[src/p2rfp_pkg.sv]
// Package with the shared types, codes and row geometry of the packed-to-RFP converter.
`timescale 1ns / 1ps

package p2rfp_pkg;

  localparam int MAX_ORDER = 256;
  localparam int ORDER_W = 9;
  localparam int ADDR_W = 17;
  localparam int COUNT_W = 16;
  localparam int CFG_INDEX_W = 2;

  typedef enum logic [CFG_INDEX_W-1:0] {
    REG_ORDER      = 2'd0,
    REG_LOWER      = 2'd1,
    REG_TRANSPOSED = 2'd2
  } cfg_reg_t;

  // Geometry of one loop nest: the rows it walks and how each row advances.
  typedef struct packed {
    logic [ORDER_W-1:0] cnt;
    logic [ADDR_W-1:0]  base0;
    logic [ADDR_W-1:0]  delta;
    logic [ADDR_W-1:0]  stride;
    logic [ORDER_W-1:0] len0;
    logic               len_up;
  } nest_t;

  typedef struct packed {
    logic [ORDER_W-1:0] n;
    logic [COUNT_W-1:0] total;
    nest_t [1:0]        nest;
  } geom_t;

  function automatic geom_t calc_geom(logic [ORDER_W-1:0] order, logic lower, logic tr);
    logic [ORDER_W-1:0] n;
    logic [ORDER_W-1:0] h;
    logic [ORDER_W-1:0] g;
    logic               odd;
    logic [ORDER_W-1:0] lda;
    logic [ADDR_W-1:0]  lda_w;
    logic [ADDR_W-1:0]  lda1;
    logic [ADDR_W-1:0]  prod;
    logic [ADDR_W-1:0]  tot;
    geom_t              r;
    n = (order > ORDER_W'(MAX_ORDER)) ? ORDER_W'(MAX_ORDER) : order;
    h = {1'b0, n[ORDER_W-1:1]};
    g = n - h;
    odd = n[0];
    if (odd) begin
      lda = tr ? g : n;
    end else begin
      lda = tr ? h : n + ORDER_W'(1);
    end
    lda_w = ADDR_W'(lda);
    lda1 = lda_w + ADDR_W'(1);
    prod = (ADDR_W'(h) + ADDR_W'(1)) * lda_w;
    tot = (ADDR_W'(n) * (ADDR_W'(n) + ADDR_W'(1))) >> 1;
    r.n = n;
    r.total = tot[COUNT_W-1:0];
    if (lower) begin
      r.nest[0].cnt = odd ? h + ORDER_W'(1) : h;
      r.nest[0].len0 = n;
      r.nest[0].len_up = 1'b0;
      r.nest[0].delta = lda1;
      r.nest[0].stride = tr ? lda_w : ADDR_W'(1);
      if (tr) begin
        r.nest[0].base0 = odd ? ADDR_W'(0) : lda_w;
      end else begin
        r.nest[0].base0 = odd ? ADDR_W'(0) : ADDR_W'(1);
      end
      r.nest[1].cnt = h;
      r.nest[1].len0 = h;
      r.nest[1].len_up = 1'b0;
      r.nest[1].delta = lda1;
      r.nest[1].stride = tr ? ADDR_W'(1) : lda_w;
      if (tr) begin
        r.nest[1].base0 = odd ? ADDR_W'(1) : ADDR_W'(0);
      end else begin
        r.nest[1].base0 = odd ? lda_w : ADDR_W'(0);
      end
    end else begin
      r.nest[0].cnt = h;
      r.nest[0].len0 = ORDER_W'(1);
      r.nest[0].len_up = 1'b1;
      r.nest[0].delta = tr ? lda_w : ADDR_W'(1);
      r.nest[0].stride = tr ? ADDR_W'(1) : lda_w;
      r.nest[0].base0 = tr ? prod : ADDR_W'(h) + ADDR_W'(1);
      r.nest[1].cnt = (odd && tr) ? h + ORDER_W'(1) : g;
      r.nest[1].len0 = h + ORDER_W'(1);
      r.nest[1].len_up = 1'b1;
      r.nest[1].delta = tr ? ADDR_W'(1) : lda_w;
      r.nest[1].stride = tr ? lda_w : ADDR_W'(1);
      r.nest[1].base0 = ADDR_W'(0);
    end
    return r;
  endfunction

endpackage

[src/p2rfp_walk.sv]
// Address walker that steps through the rows of the two loop nests, one element per item.
`timescale 1ns / 1ps

module p2rfp_walk (
  input  logic                         clk,
  input  logic                         rst,
  input  logic                         restart,
  input  logic                         step,
  input  p2rfp_pkg::geom_t             geom,
  output logic [p2rfp_pkg::COUNT_W-1:0] address,
  output logic                         last
);

  logic                              phase;
  logic [p2rfp_pkg::ORDER_W-1:0]     outer_count;
  logic [p2rfp_pkg::ADDR_W-1:0]      inner_address;
  logic [p2rfp_pkg::ADDR_W-1:0]      row_base;
  logic [p2rfp_pkg::COUNT_W-1:0]     element_count;
  logic [p2rfp_pkg::ORDER_W-1:0]     row_len;
  logic [p2rfp_pkg::ORDER_W-1:0]     col_left;

  logic                              phase_next;
  logic [p2rfp_pkg::ORDER_W-1:0]     outer_count_next;
  logic [p2rfp_pkg::ADDR_W-1:0]      inner_address_next;
  logic [p2rfp_pkg::ADDR_W-1:0]      row_base_next;
  logic [p2rfp_pkg::COUNT_W-1:0]     element_count_next;
  logic [p2rfp_pkg::ORDER_W-1:0]     row_len_next;
  logic [p2rfp_pkg::ORDER_W-1:0]     col_left_next;

  p2rfp_pkg::nest_t                  cur;
  p2rfp_pkg::nest_t                  first;
  logic                              start_phase;
  logic [p2rfp_pkg::COUNT_W:0]       count_inc;
  logic [p2rfp_pkg::ORDER_W:0]       outer_inc;
  logic                              at_end;
  logic                              row_end;
  logic                              nest_done;
  logic                              do_restart;
  logic [p2rfp_pkg::ADDR_W-1:0]      new_base;

  always_comb begin
    cur = geom.nest[phase];
    start_phase = (geom.nest[0].cnt == '0);
    first = geom.nest[start_phase];
    count_inc = {1'b0, element_count} + (p2rfp_pkg::COUNT_W+1)'(1);
    at_end = count_inc >= {1'b0, geom.total};
    row_end = (col_left == '0);
    outer_inc = {1'b0, outer_count} + (p2rfp_pkg::ORDER_W+1)'(1);
    nest_done = outer_inc >= {1'b0, cur.cnt};
    do_restart = restart || at_end ||
                 (row_end && nest_done && (phase || geom.nest[1].cnt == '0));
    new_base = row_base + cur.delta;

    phase_next = phase;
    outer_count_next = outer_count;
    inner_address_next = inner_address;
    row_base_next = row_base;
    element_count_next = count_inc[p2rfp_pkg::COUNT_W-1:0];
    row_len_next = row_len;
    col_left_next = col_left;

    priority if (do_restart) begin
      phase_next = start_phase;
      outer_count_next = '0;
      element_count_next = '0;
      row_base_next = first.base0;
      inner_address_next = first.base0;
      row_len_next = first.len0;
      col_left_next = first.len0 - p2rfp_pkg::ORDER_W'(1);
    end else if (row_end && nest_done) begin
      phase_next = 1'b1;
      outer_count_next = '0;
      row_base_next = geom.nest[1].base0;
      inner_address_next = geom.nest[1].base0;
      row_len_next = geom.nest[1].len0;
      col_left_next = geom.nest[1].len0 - p2rfp_pkg::ORDER_W'(1);
    end else if (row_end) begin
      outer_count_next = outer_inc[p2rfp_pkg::ORDER_W-1:0];
      row_base_next = new_base;
      inner_address_next = new_base;
      if (cur.len_up) begin
        row_len_next = row_len + p2rfp_pkg::ORDER_W'(1);
        col_left_next = row_len;
      end else begin
        row_len_next = row_len - p2rfp_pkg::ORDER_W'(1);
        col_left_next = row_len - p2rfp_pkg::ORDER_W'(2);
      end
    end else begin
      inner_address_next = inner_address + cur.stride;
      col_left_next = col_left - p2rfp_pkg::ORDER_W'(1);
    end
  end

  always_ff @(posedge clk) begin
    if (rst) begin
      phase <= 1'b0;
      outer_count <= '0;
      inner_address <= '0;
      row_base <= '0;
      element_count <= '0;
      row_len <= '0;
      col_left <= '0;
    end else if (restart || step) begin
      phase <= phase_next;
      outer_count <= outer_count_next;
      inner_address <= inner_address_next;
      row_base <= row_base_next;
      element_count <= element_count_next;
      row_len <= row_len_next;
      col_left <= col_left_next;
    end
  end

  assign address = inner_address[p2rfp_pkg::COUNT_W-1:0];
  assign last = at_end;

endmodule

[src/packed_to_rfp_layout_converter.sv]
// Top level of the packed-to-RFP converter: configuration registers, geometry and result register.
`timescale 1ns / 1ps

// The block accepts one packed matrix element per clock cycle while the input is not stalled
// and returns it in the following cycle in the result register, together with its zero-based
// address in rectangular full packed storage and a last flag on the final element of the
// matrix. The address comes from running row counters that advance by one stride per item,
// so the rate is one item per cycle unless the input is stalled. After reset and after each
// write to a known configuration register the input is stalled while the row geometry is
// recomputed, with its two small multiplications, and then while the walk restarts at the
// first element. With an order of zero each item comes back with address zero and last set.
module packed_to_rfp_layout_converter (
  input  logic                             clk,
  input  logic                             rst,
  input  logic                             in_valid,
  output logic                             in_stall,
  input  logic [63:0]                      element,
  output logic                             out_valid,
  input  logic                             out_stall,
  output logic [63:0]                      element_out,
  output logic [15:0]                      rfp_address,
  output logic                             last,
  input  logic                             cfg_valid,
  output logic                             cfg_ready,
  input  logic [p2rfp_pkg::CFG_INDEX_W-1:0] cfg_index,
  input  logic [p2rfp_pkg::ORDER_W-1:0]    cfg_data
);

  logic [p2rfp_pkg::ORDER_W-1:0]  order;
  logic                           lower_triangle;
  logic                           transposed_layout;
  logic                           pend_geom;
  logic                           pend_restart;
  p2rfp_pkg::geom_t               geom;

  logic                           cfg_fire;
  logic                           cfg_hit;
  logic                           fire;
  logic [p2rfp_pkg::COUNT_W-1:0]  walk_address;
  logic                           walk_last;
  logic                           order_zero;

  assign cfg_ready = 1'b1;
  assign cfg_fire = cfg_valid && cfg_ready;
  assign in_stall = rst || pend_geom || pend_restart || (out_valid && out_stall);
  assign fire = in_valid && !in_stall;
  assign order_zero = (geom.n == '0);

  always_comb begin
    unique case (cfg_index)
      p2rfp_pkg::REG_ORDER,
      p2rfp_pkg::REG_LOWER,
      p2rfp_pkg::REG_TRANSPOSED: cfg_hit = cfg_fire;
      default: cfg_hit = 1'b0;
    endcase
  end

  always_ff @(posedge clk) begin
    if (rst) begin
      order <= '0;
      lower_triangle <= 1'b1;
      transposed_layout <= 1'b0;
      pend_geom <= 1'b1;
      pend_restart <= 1'b0;
    end else begin
      if (cfg_fire) begin
        unique case (cfg_index)
          p2rfp_pkg::REG_ORDER: order <= cfg_data;
          p2rfp_pkg::REG_LOWER: lower_triangle <= cfg_data[0];
          p2rfp_pkg::REG_TRANSPOSED: transposed_layout <= cfg_data[0];
          default: ;
        endcase
      end
      pend_geom <= cfg_hit;
      pend_restart <= pend_geom && !cfg_hit;
    end
  end

  always_ff @(posedge clk) begin
    if (pend_geom) begin
      geom <= p2rfp_pkg::calc_geom(order, lower_triangle, transposed_layout);
    end
  end

  p2rfp_walk u_walk (
    .clk     (clk),
    .rst     (rst),
    .restart (pend_restart),
    .step    (fire && !order_zero),
    .geom    (geom),
    .address (walk_address),
    .last    (walk_last)
  );

  always_ff @(posedge clk) begin
    if (rst) begin
      out_valid <= 1'b0;
    end else if (fire) begin
      out_valid <= 1'b1;
    end else if (!out_stall) begin
      out_valid <= 1'b0;
    end
  end

  always_ff @(posedge clk) begin
    if (fire) begin
      element_out <= element;
      rfp_address <= order_zero ? '0 : walk_address;
      last <= order_zero || walk_last;
    end
  end

endmodule
[config.mk]
export PLATFORM = sky130hd
export DESIGN_NAME = packed_to_rfp_layout_converter
export DESIGN_NICKNAME = d
export VERILOG_FILES = /design/src/p2rfp_pkg.sv /design/src/p2rfp_walk.sv /design/src/packed_to_rfp_layout_converter.sv
export SDC_FILE = /design/constraint.sdc
export NUM_CORES = 1
export LEC_CHECK = 0
export ABC_AREA = 1
export BUFFER_PORTS_ARGS = -buffer_cell sky130_fd_sc_hd__buf_2
export CAP_MARGIN = 20
export CELL_PAD_IN_SITES_DETAIL_PLACEMENT = 0
export CELL_PAD_IN_SITES_GLOBAL_PLACEMENT = 1
export CORE_ASPECT_RATIO = 2
export CORE_MARGIN = 5
export CORE_UTILIZATION = 42
export DETAILED_ROUTE_END_ITERATION = 16
export PLACE_DENSITY = 0.87
export RECOVER_POWER = 100
export REMOVE_ABC_BUFFERS = 1
export SETUP_SLACK_MARGIN = 0.02
export SLEW_MARGIN = 40
export SYNTH_ARGS = -nofsm -noshare
export SYNTH_HDL_FRONTEND = slang
export SYNTH_SLANG_ARGS = --single-unit
[constraint.sdc]
create_clock -name clk -period 5.8 [get_ports clk]
set_input_delay 1.45 -clock clk [delete_from_list [all_inputs] [get_ports clk]]
set_output_delay 1.45 -clock clk [all_outputs]
set_load 0.1 [all_outputs]
==> impl_results.md, run 1 <==
* Period utilization at 96.96%
* Final Routed Wirelength at 66.49 mm
* Mapped Cells at 2716
* Most used cell, CP: nand2_1
* Die span in x at 170.4 µm
* Max incr delay on CP at 0.56 ns
* Number of buffers created by CTS at 27
* Setup crit start kind: flop
* Initial core utilization at 42.40%
* Synthesis Warnings at 0
* Final nets at 3376
* Core footprint at 0.05094 mm²
* Kind of critical path: flop to flop
* CTS root buf: clkbuf_16
* Vias in the first global route at 19395
* Total number of vias at 19219
* Static leakage power at 12.48 nW
* Initial antenna violation count at 1
* Pwr Total at 0.006286 W
* Crit path capture type: flop
* Layout cells sized above 1 at 19.88%
* Global route overflow at 0
* Final setup skew at 0.02639 ns
* Worst Reg-to-Reg Cells at 29
* IO Pins at 164
* Final Max Tran Viols at 53
* Worst slew pin tran at 2.230 ns
* CTS Sinks at 295
* Reg-to-reg critical path startpoint: order[8]$_SDFFE_PP0P_
* Final count of hold timing violations at 0
* Synth Register Bits at 295
* DRC at 0
* Hold buffer count at CTS at 0
* Seq/Total Area, Yosys at 36.84%
* Reg2reg end: geom[59]$_SDFFCE_PP0P_
* RSZ-0062 raised after global routing: true
* Status: complete, but fails checks
* Ys async rst share at 0%
* Initial DRC count at 1260
* Hold Path Sink: u_walk.element_count[10]$_SDFFE_PP0P_
* Clock-pin slew on the worst setup and hold paths at 0.07 ns
* Wire per inst at 17.86 µm
* Largest net degree at the start of global routing at 67
* Synth cell types at 53
* Hold Startpoint: u_walk.element_count[10]$_SDFFE_PP0P_
* Total power divided by cell area at 239.6 mW/mm²
* Total global-route track usage at 23.12%
* ANT nets after route at 0
* FMAX at 0.1778 GHz
* EDFF count, synth at 205
* Final setup vio count at 0
* Worst Hold Class: flop to flop
* Failing checks: max-capacitance violations, max-slew violations
* Prevailing post-synth register cell: edfxtp_1
* # port buffers at 162
* CTS tree: built
* Placed wire-length estimate at 53.23 mm
* Fin crit period at 5.624 ns
* Hold depth at 2
* Worst Path Arrival at 5.97 ns
* FILL cells at 4802
* Max Cap Viol at 1
* Std-Cell Rows at 117
* CTS H-Tree Depth at 1
* Worst path slowest cell: fa_1
* Die area at 0.05634 mm²
* Area grow syn2layout at 21.46%
* Global-route wire length before repair at 102.1 mm
* Drt first pass iters at 6
* Final Wtd Congestion at 1.007
* Clock latency on the worst-skew pair at 0.60 ns
* R2R setup slack at 0.18 ns
* Routed vias/inst at 5.162
* Max clock buf depth at 3
* Die height at 330.7 µm
* Crit path max fanout at 6
* Required @ worst endpoint at 6.14 ns
* Mean Syn Cell Area at 7.953 µm²
* Worst IR drop on VDD at 0.2330 mV
* Synthesized area at 0.02160 mm²
* Max-Slew Margin vs Limit at -48.89%
* Worst hold slack at 0.4850 ns
metal layers:
layer | global-route usage, % | up-vias | share of wire, %
li1 | - | 9274 | -
met1 | 21.79 | 9021 | 32
met2 | 45.54 | 667 | 55
met3 | 2.221 | 257 | 5.1
met4 | 15.86 | 0 | 8.3
met5 | 0 | - | 0
critical path: cells and delay by family, from the launching register on:
kind	cells	cell delay [ns]
fa+ha+maj	7	2.77
simple gates	13	1.13
buf+inv	6	0.61
compound gates	3	0.53
flops	1	0.32
state kept, by name (all words and copies together), names as in the netlist, 9 cells and up:
| signal | count |
|---|---|
| geom | 124 |
| element_out | 64 |
| rfp_address | 16 |
| u_walk.element_count | 16 |
| u_walk.inner_address | 16 |
| u_walk.row_base | 16 |
| order | 9 |
| u_walk.col_left | 9 |
| u_walk.outer_count | 9 |
| u_walk.row_len | 9 |
cell usage after synthesis, types with 14 or more instances:
| cell type | n | area share, % |
|---|---|---|
| nor2_1 | 292 | 5.1 |
| nor3_1 | 21 | 0.49 |
| dfxtp_1 | 90 | 8.3 |
| edfxtp_1 | 205 | 28 |
| fa_1 | 109 | 10 |
| xnor2_1 | 31 | 1.3 |
| xor2_1 | 50 | 2.0 |
| ha_1 | 140 | 8.1 |
| nand4_1 | 35 | 1.0 |
| nand3_1 | 137 | 3.2 |
| inv_1 | 440 | 7.6 |
| a21oi_1 | 117 | 2.7 |
| clkbuf_1 | 40 | 0.70 |
| o21ai_0 | 146 | 3.4 |
| nand2_1 | 700 | 12 |
| o211ai_1 | 14 | 0.49 |
| buf_2 | 27 | 0.63 |
report_power, final:
part / switching, W / leakage [nW] / internal (W)
registers: 0.0000875 / 2.81 / 0.00242
logic: 0.00120 / 9.23 / 0.000701
clock network: 0.000865 / 0.441 / 0.00101
worst max path at each step:
stage / slack (ns) / from / cells after the start / endpoint
final: 0.18 / order[8]$_SDFFE_PP0P_ / 29 / geom[59]$_SDFFCE_PP0P_
after global routing: -0.07 / order[8]$_SDFFE_PP0P_ / 27 / geom[58]$_SDFFCE_PP0P_
after CTS: 0.02 / order[4]$_SDFFE_PP0P_ / 34 / geom[58]$_SDFFCE_PP0P_
after detailed placement: -0.36 / order[4]$_SDFFE_PP0P_ / 34 / geom[58]$_SDFFCE_PP0P_
after global placement: -0.30 / order[2]$_SDFFE_PP0P_ / 34 / geom[58]$_SDFFCE_PP0P_
after floorplan: -0.73 / pend_geom$_SDFF_PP1_ / 9 / u_walk.element_count[0]$_SDFFE_PP0P_
layout make-up:
| type | instances | area [µm²] | area share (%) |
|---|---|---|---|
| clock inverter | 19 | 227.7 | 0.8679 |
| timing repair buffer | 372 | 2460 | 9.376 |
| tap | 654 | 818.3 | 3.119 |
| sequential | 295 | 7963 | 30.35 |
| inverter | 455 | 1738 | 6.624 |
| multi-input combinational | 1896 | 12340 | 47.02 |
| antenna | 1 | 2.502 | 0.009538 |
| clock buffer | 31 | 690.7 | 2.632 |
through the flow:
stage	util (%)	setup WS (ns)	instances	cell area (µm²)	TNS, ns
floorplan	-	-0.7252	2646	21230	-46.50
global placement	47.58	-0.3024	3644	24240	-1.165
detailed placement	47.66	-0.3571	3646	24280	-1.631
CTS	49.89	0.02154	3705	25420	0
global route	51.50	-0.06504	3723	26240	-0.1871
finish	51.50	0.1764	3723	26240	0
cells by family after synthesis:
kind of cell / synth area share (%)
flip-flops: 36.84
buffers and inverters: 9.945
AO/OA/AOI/OAI: 7.872
other: 0.03477
XOR/XNOR: 3.360
AND/OR/NAND/NOR: 23.74
adder cells (fa/ha/maj): 18.21
cells in the final DEF, fill, tap and decap left out, types with 7 or more instances in the layout:
cell       synthesis  layout
a21oi_2            1      14
buf_2             27     160
clkbuf_1          40       9
ha_4               0      28
nand2_2            5      23
o21ai_0          146     132
inv_1            440     416
nor2_4             4      13
fa_1             109     105
nor3_1            21      18
clkinv_4           0       7
or2_2              9       9
nand4_1           35      35
o21ai_2            0       7
conb_1             2      18
nor2_2             7      22
nor2_1           292     268
buf_4              9     194
ha_1             140     110
xnor2_1           31      30
nand3b_1           8       8
nand3_1          137     131
clkbuf_16          0      27
inv_2              9      27
nand3_2            3       7
xor2_1            50      48
buf_6              6       9
nand2_1          700     678
a21oi_1          117     101
dfxtp_1           90      86
o211ai_1          14      14
o21ai_1            6      12
edfxtp_1         205     205
what timing repair did:
| action | CTS | global route |
|---|---|---|
| gates cloned | 0 | 0 |
| setup buffers | 9 | 18 |
| pin swaps | 15 | 104 |
| gates resized for setup | 36 | 164 |
| setup endpoints to repair | 9 | 12 |
No activity file was read; power rests on OpenSTA's default activity.
==> run 2, diff against run 1 <==
--- a/config.mk
+++ b/config.mk
@@ -21,4 +21,5 @@
 export SLEW_MARGIN = 40
 export SYNTH_ARGS = -nofsm -noshare
 export SYNTH_HDL_FRONTEND = slang
+export SYNTH_HIERARCHICAL = 1
 export SYNTH_SLANG_ARGS = --single-unit
==> run 2 against run 1 <==
Net effect: the run still ends with max-capacitance violations, max-slew violations left; register-to-register slack better by 0.09 ns; first-iteration DRC count decreased by 10%; synthesized cell count rose by 4.2%; non-clock buffer count decreased by 75; routed wire length is 5.7% higher; fmax up 1.7%; sequential share of layout area is 0.62 points higher; sequential power about the same; setup slack better by 0.095 ns; global-route usage increased by 0.98 points; critical path type unchanged.
==> impl_results.md, run 2 <==
* Most used cell, CP: inv_1
* Crit path max fanout at 6 (unchanged)
* Ant diodes at 0 (-1)
* Global route overflow at 0 (unchanged)
* Worst Hold Class: flop to flop
* CTS tree: built
* Number of flip-flops in the largest register at 124 (unchanged)
* Max clock buf depth at 3 (unchanged)
* Final setup vio count at 0 (unchanged)
* R2R setup slack at 0.27 ns (+0.09 ns)
* Kind of critical path: flop to flop
* Number of buffers created by CTS at 28 (+3.7%)
* Commonest non-fill, non-tap cell in the layout: nand2_1
* Met3 Wirelength at 3.483 mm (+3.2%)
* Largest Register: geom
* Max Cap Viol at 6 (+5)
* Clock power frac at 30.2% (+0.3 points)
* Internal Dissipation at 0.004217 W (+1.9%)
* Psw at 0.002268 W (+5.5%)
* Final Max Tran Viols at 312 (+490%)
* Final core occ at 48.93% (-2.6 points)
* CTS root buf: clkbuf_16
* Synthesis Warnings at 6 (+6)
* FMAX at 0.1809 GHz (+1.7%)
* Reg2reg end: geom[55]$_SDFFCE_PP0P_
* Clock latency on the worst-skew pair at 0.59 ns (about the same)
* Seq pwr share at 39.0% (-0.9 points)
* Required @ worst endpoint at 6.12 ns (-0.02 ns)
* Final Routed Wirelength at 70.28 mm (+5.7%)
* Core footprint at 0.05256 mm² (+3.2%)
* CTS H-Tree Depth at 1 (unchanged)
* Routed wl met2 at 38.00 mm (+4.2%)
* Drt first pass iters at 5 (-1)
* Failing checks: max-capacitance violations, max-slew violations
* Worst Reg-to-Reg Cells at 28 (-3.4%)
* FILL cells at 5223 (+8.8%)
* Worst Path Arrival at 5.85 ns (-0.12 ns)
* Final Wtd Congestion at 1.005 (-0.21%)
* Buffers & Inverters on Critical Path at 8 (+2)
* Status: complete, but fails checks
* Total number of vias at 19605 (+2.0%)
* Share of power burned in combinational logic at 30.8% (+0.6 points)
* Final instance area at 0.02571 mm² (-2.0%)
* Synthesized area at 0.02218 mm² (+2.7%)
* Crit path depth at 28 (-3.4%)
* Highest routed metal layer: met4
* Final setup skew at 0.02406 ns (-0.002325 ns)
* Area of the multi-input gates at 0.01268 mm² (+2.8%)
* Worst slew pin tran at 2.992 ns (+0.7613 ns)
* CTS Sinks at 295 (unchanged)
* Worst IR drop on VDD at 0.2909 mV (+25%)
* Initial DRC count at 1132 (-10%)
* Placed wire-length estimate at 57.23 mm (+7.5%)
* Area grow syn2layout at 15.94%
* Setup crit start kind: flop
* # port buffers at 162 (unchanged)
* Switching fraction of total power at 34.97% (+0.78 points)
* Routed vias/inst at 5.135 (-0.53%)
* Worst path slowest cell: fa_1
* Pwr Total at 0.006485 W (+3.2%)
* Layout cells sized above 1 at 11.61% (-8.3 points)
* Die height at 335.0 µm (+1.3%)
* Vias in the first global route at 20381 (+5.1%)
* Max-Slew Margin vs Limit at -99.44% (-51 points)
* Period utilization at 95.33% (-1.6 points)
* Global-route wire length before repair at 108.0 mm (+5.8%)
* Std-Cell Rows at 119 (+1.7%)
* Final nets at 3475 (+2.9%)
* Initial antenna violation count at 0 (-1)
* Worst setup endpoint: geom[55]$_SDFFCE_PP0P_
* Max incr delay on CP at 0.49 ns (-0.07 ns)
* Fin crit period at 5.529 ns (-0.09456 ns)
* Initial core utilization at 42.20% (-0.20 points)
* Wire per inst at 18.41 µm (+3.1%)
* Largest registers: geom: 124 flops, element_out: 64 flops
* Mapped Cells at 2831 (+4.2%)
* Final count of hold timing violations at 0 (unchanged)
* Commonest cells after routing, fill and taps aside: 778 x nand2_1, 397 x inv_1, 301 x nor2_1
* Die area at 0.05778 mm² (+2.6%)
* Crit path capture type: flop
* Wl on met1 at 22.45 mm (+6.2%)
* Total global-route track usage at 24.11% (+0.98 points)
* Total power divided by cell area at 252.2 mW/mm² (+5.3%)
* DRC at 0 (unchanged)
* Clock-pin slew on the worst setup and hold paths at 0.07 ns (about the same)
* Hold buffer count at CTS at 0 (unchanged)
* Crit path from: order[1]$_SDFFE_PP0P_
* ANT nets after route at 0 (unchanged)
* Delay-heaviest family, CP: adder cells
* Largest net degree at the start of global routing at 87 (+30%)
* Dpl cell area at 0.02461 mm² (+1.4%)
* Reg-to-reg critical path startpoint: order[1]$_SDFFE_PP0P_
* IO Pins at 164 (unchanged)
* Die span in x at 172.5 µm (+1.3%)
* Mean Syn Cell Area at 7.835 µm² (-1.5%)
* FF/Latch Area at 0.007963 mm² (unchanged)
* Static leakage power at 12.39 nW (-0.71%)
==> run 2: cell count changes in the layout (fill, tap and decap cells not counted), sizes merged, moves of 23 or more <==
cell,previous run,this run
inv,452,422
conb,18,58
nor2,304,327
clkbuf,36,134
a21oi,118,141
nand2,706,796
buf,367,196
==> run 2: timing repair <==
| action | CTS | global route |
|---|---|---|
| gates cloned | 0 | 0 |
| pin swaps | 0 | 12 |
| endpoints found under the setup margin | 3 | 13 |
| setup buffers | 0 | 4 |
| gates resized for setup | 2 | 81 |
==> run 2: area by class of cell <==
cell class / instances / area share, %
clock buffer: 33 / 2.919
clock inverter: 19 / 0.8661
inverter: 422 / 6.184
multi-input combinational: 2087 / 49.30
sequential: 295 / 30.97
tap: 665 / 3.236
timing repair buffer: 297 / 6.530
==> run 2: power by group through the flow <==
stage	sequential, W	clock (W)	combinational (W)
floorplan	0.00264	0	0.00122
global placement	0.00257	0	0.00193
detailed placement	0.00257	0	0.00196
CTS	0.00253	0.00200	0.00197
global route	0.00254	0.00208	0.00224
finish	0.00253	0.00196	0.00200
==> run 2: worst min-delay path, delay by kind of cell (launching register included) <==
kind | cells | cell delay (ns)
AND/OR/NAND/NOR | 1 | 0.06
flip-flops | 1 | 0.32
AO/OA/AOI/OAI | 1 | 0.05
==> run 2: layer usage <==
metal  vias to the layer above  GRT usage, %
met5                         -             0
met3                       285         2.430
met1                      9130         22.62
li1                       9546             -
met2                       644         46.37
met4                         0         17.88
==> run 2: per-stage QoR <==
step           hold WS [ns]  setup slack [ns]  std cells    TNS, ns
5_1_grt              0.4995          -0.03212       3818   -0.03318
4_1_cts              0.4839         -0.006886       3814  -0.006886
3_5_place_dp         0.4730          -0.03727       3762   -0.07435
2_1_floorplan        0.4524           -0.9572       2804     -35.45
3_3_place_gp         0.4685           0.05770       3762          0
6_report             0.4812            0.2709       3818          0
==> run 2: worst min-delay path by stage <==
stage,from,end,slack [ns],cells after the start
CTS,u_walk/element_count[3]$_SDFFE_PP0P_,u_walk/element_count[3]$_SDFFE_PP0P_,0.48,2
global placement,u_walk/element_count[6]$_SDFFE_PP0P_,u_walk/element_count[6]$_SDFFE_PP0P_,0.47,2
floorplan,u_walk/element_count[3]$_SDFFE_PP0P_,u_walk/element_count[3]$_SDFFE_PP0P_,0.45,2
global route,u_walk/element_count[3]$_SDFFE_PP0P_,u_walk/element_count[3]$_SDFFE_PP0P_,0.50,2
detailed placement,u_walk/element_count[3]$_SDFFE_PP0P_,u_walk/element_count[3]$_SDFFE_PP0P_,0.47,2
finish,u_walk/element_count[3]$_SDFFE_PP0P_,u_walk/element_count[3]$_SDFFE_PP0P_,0.48,2
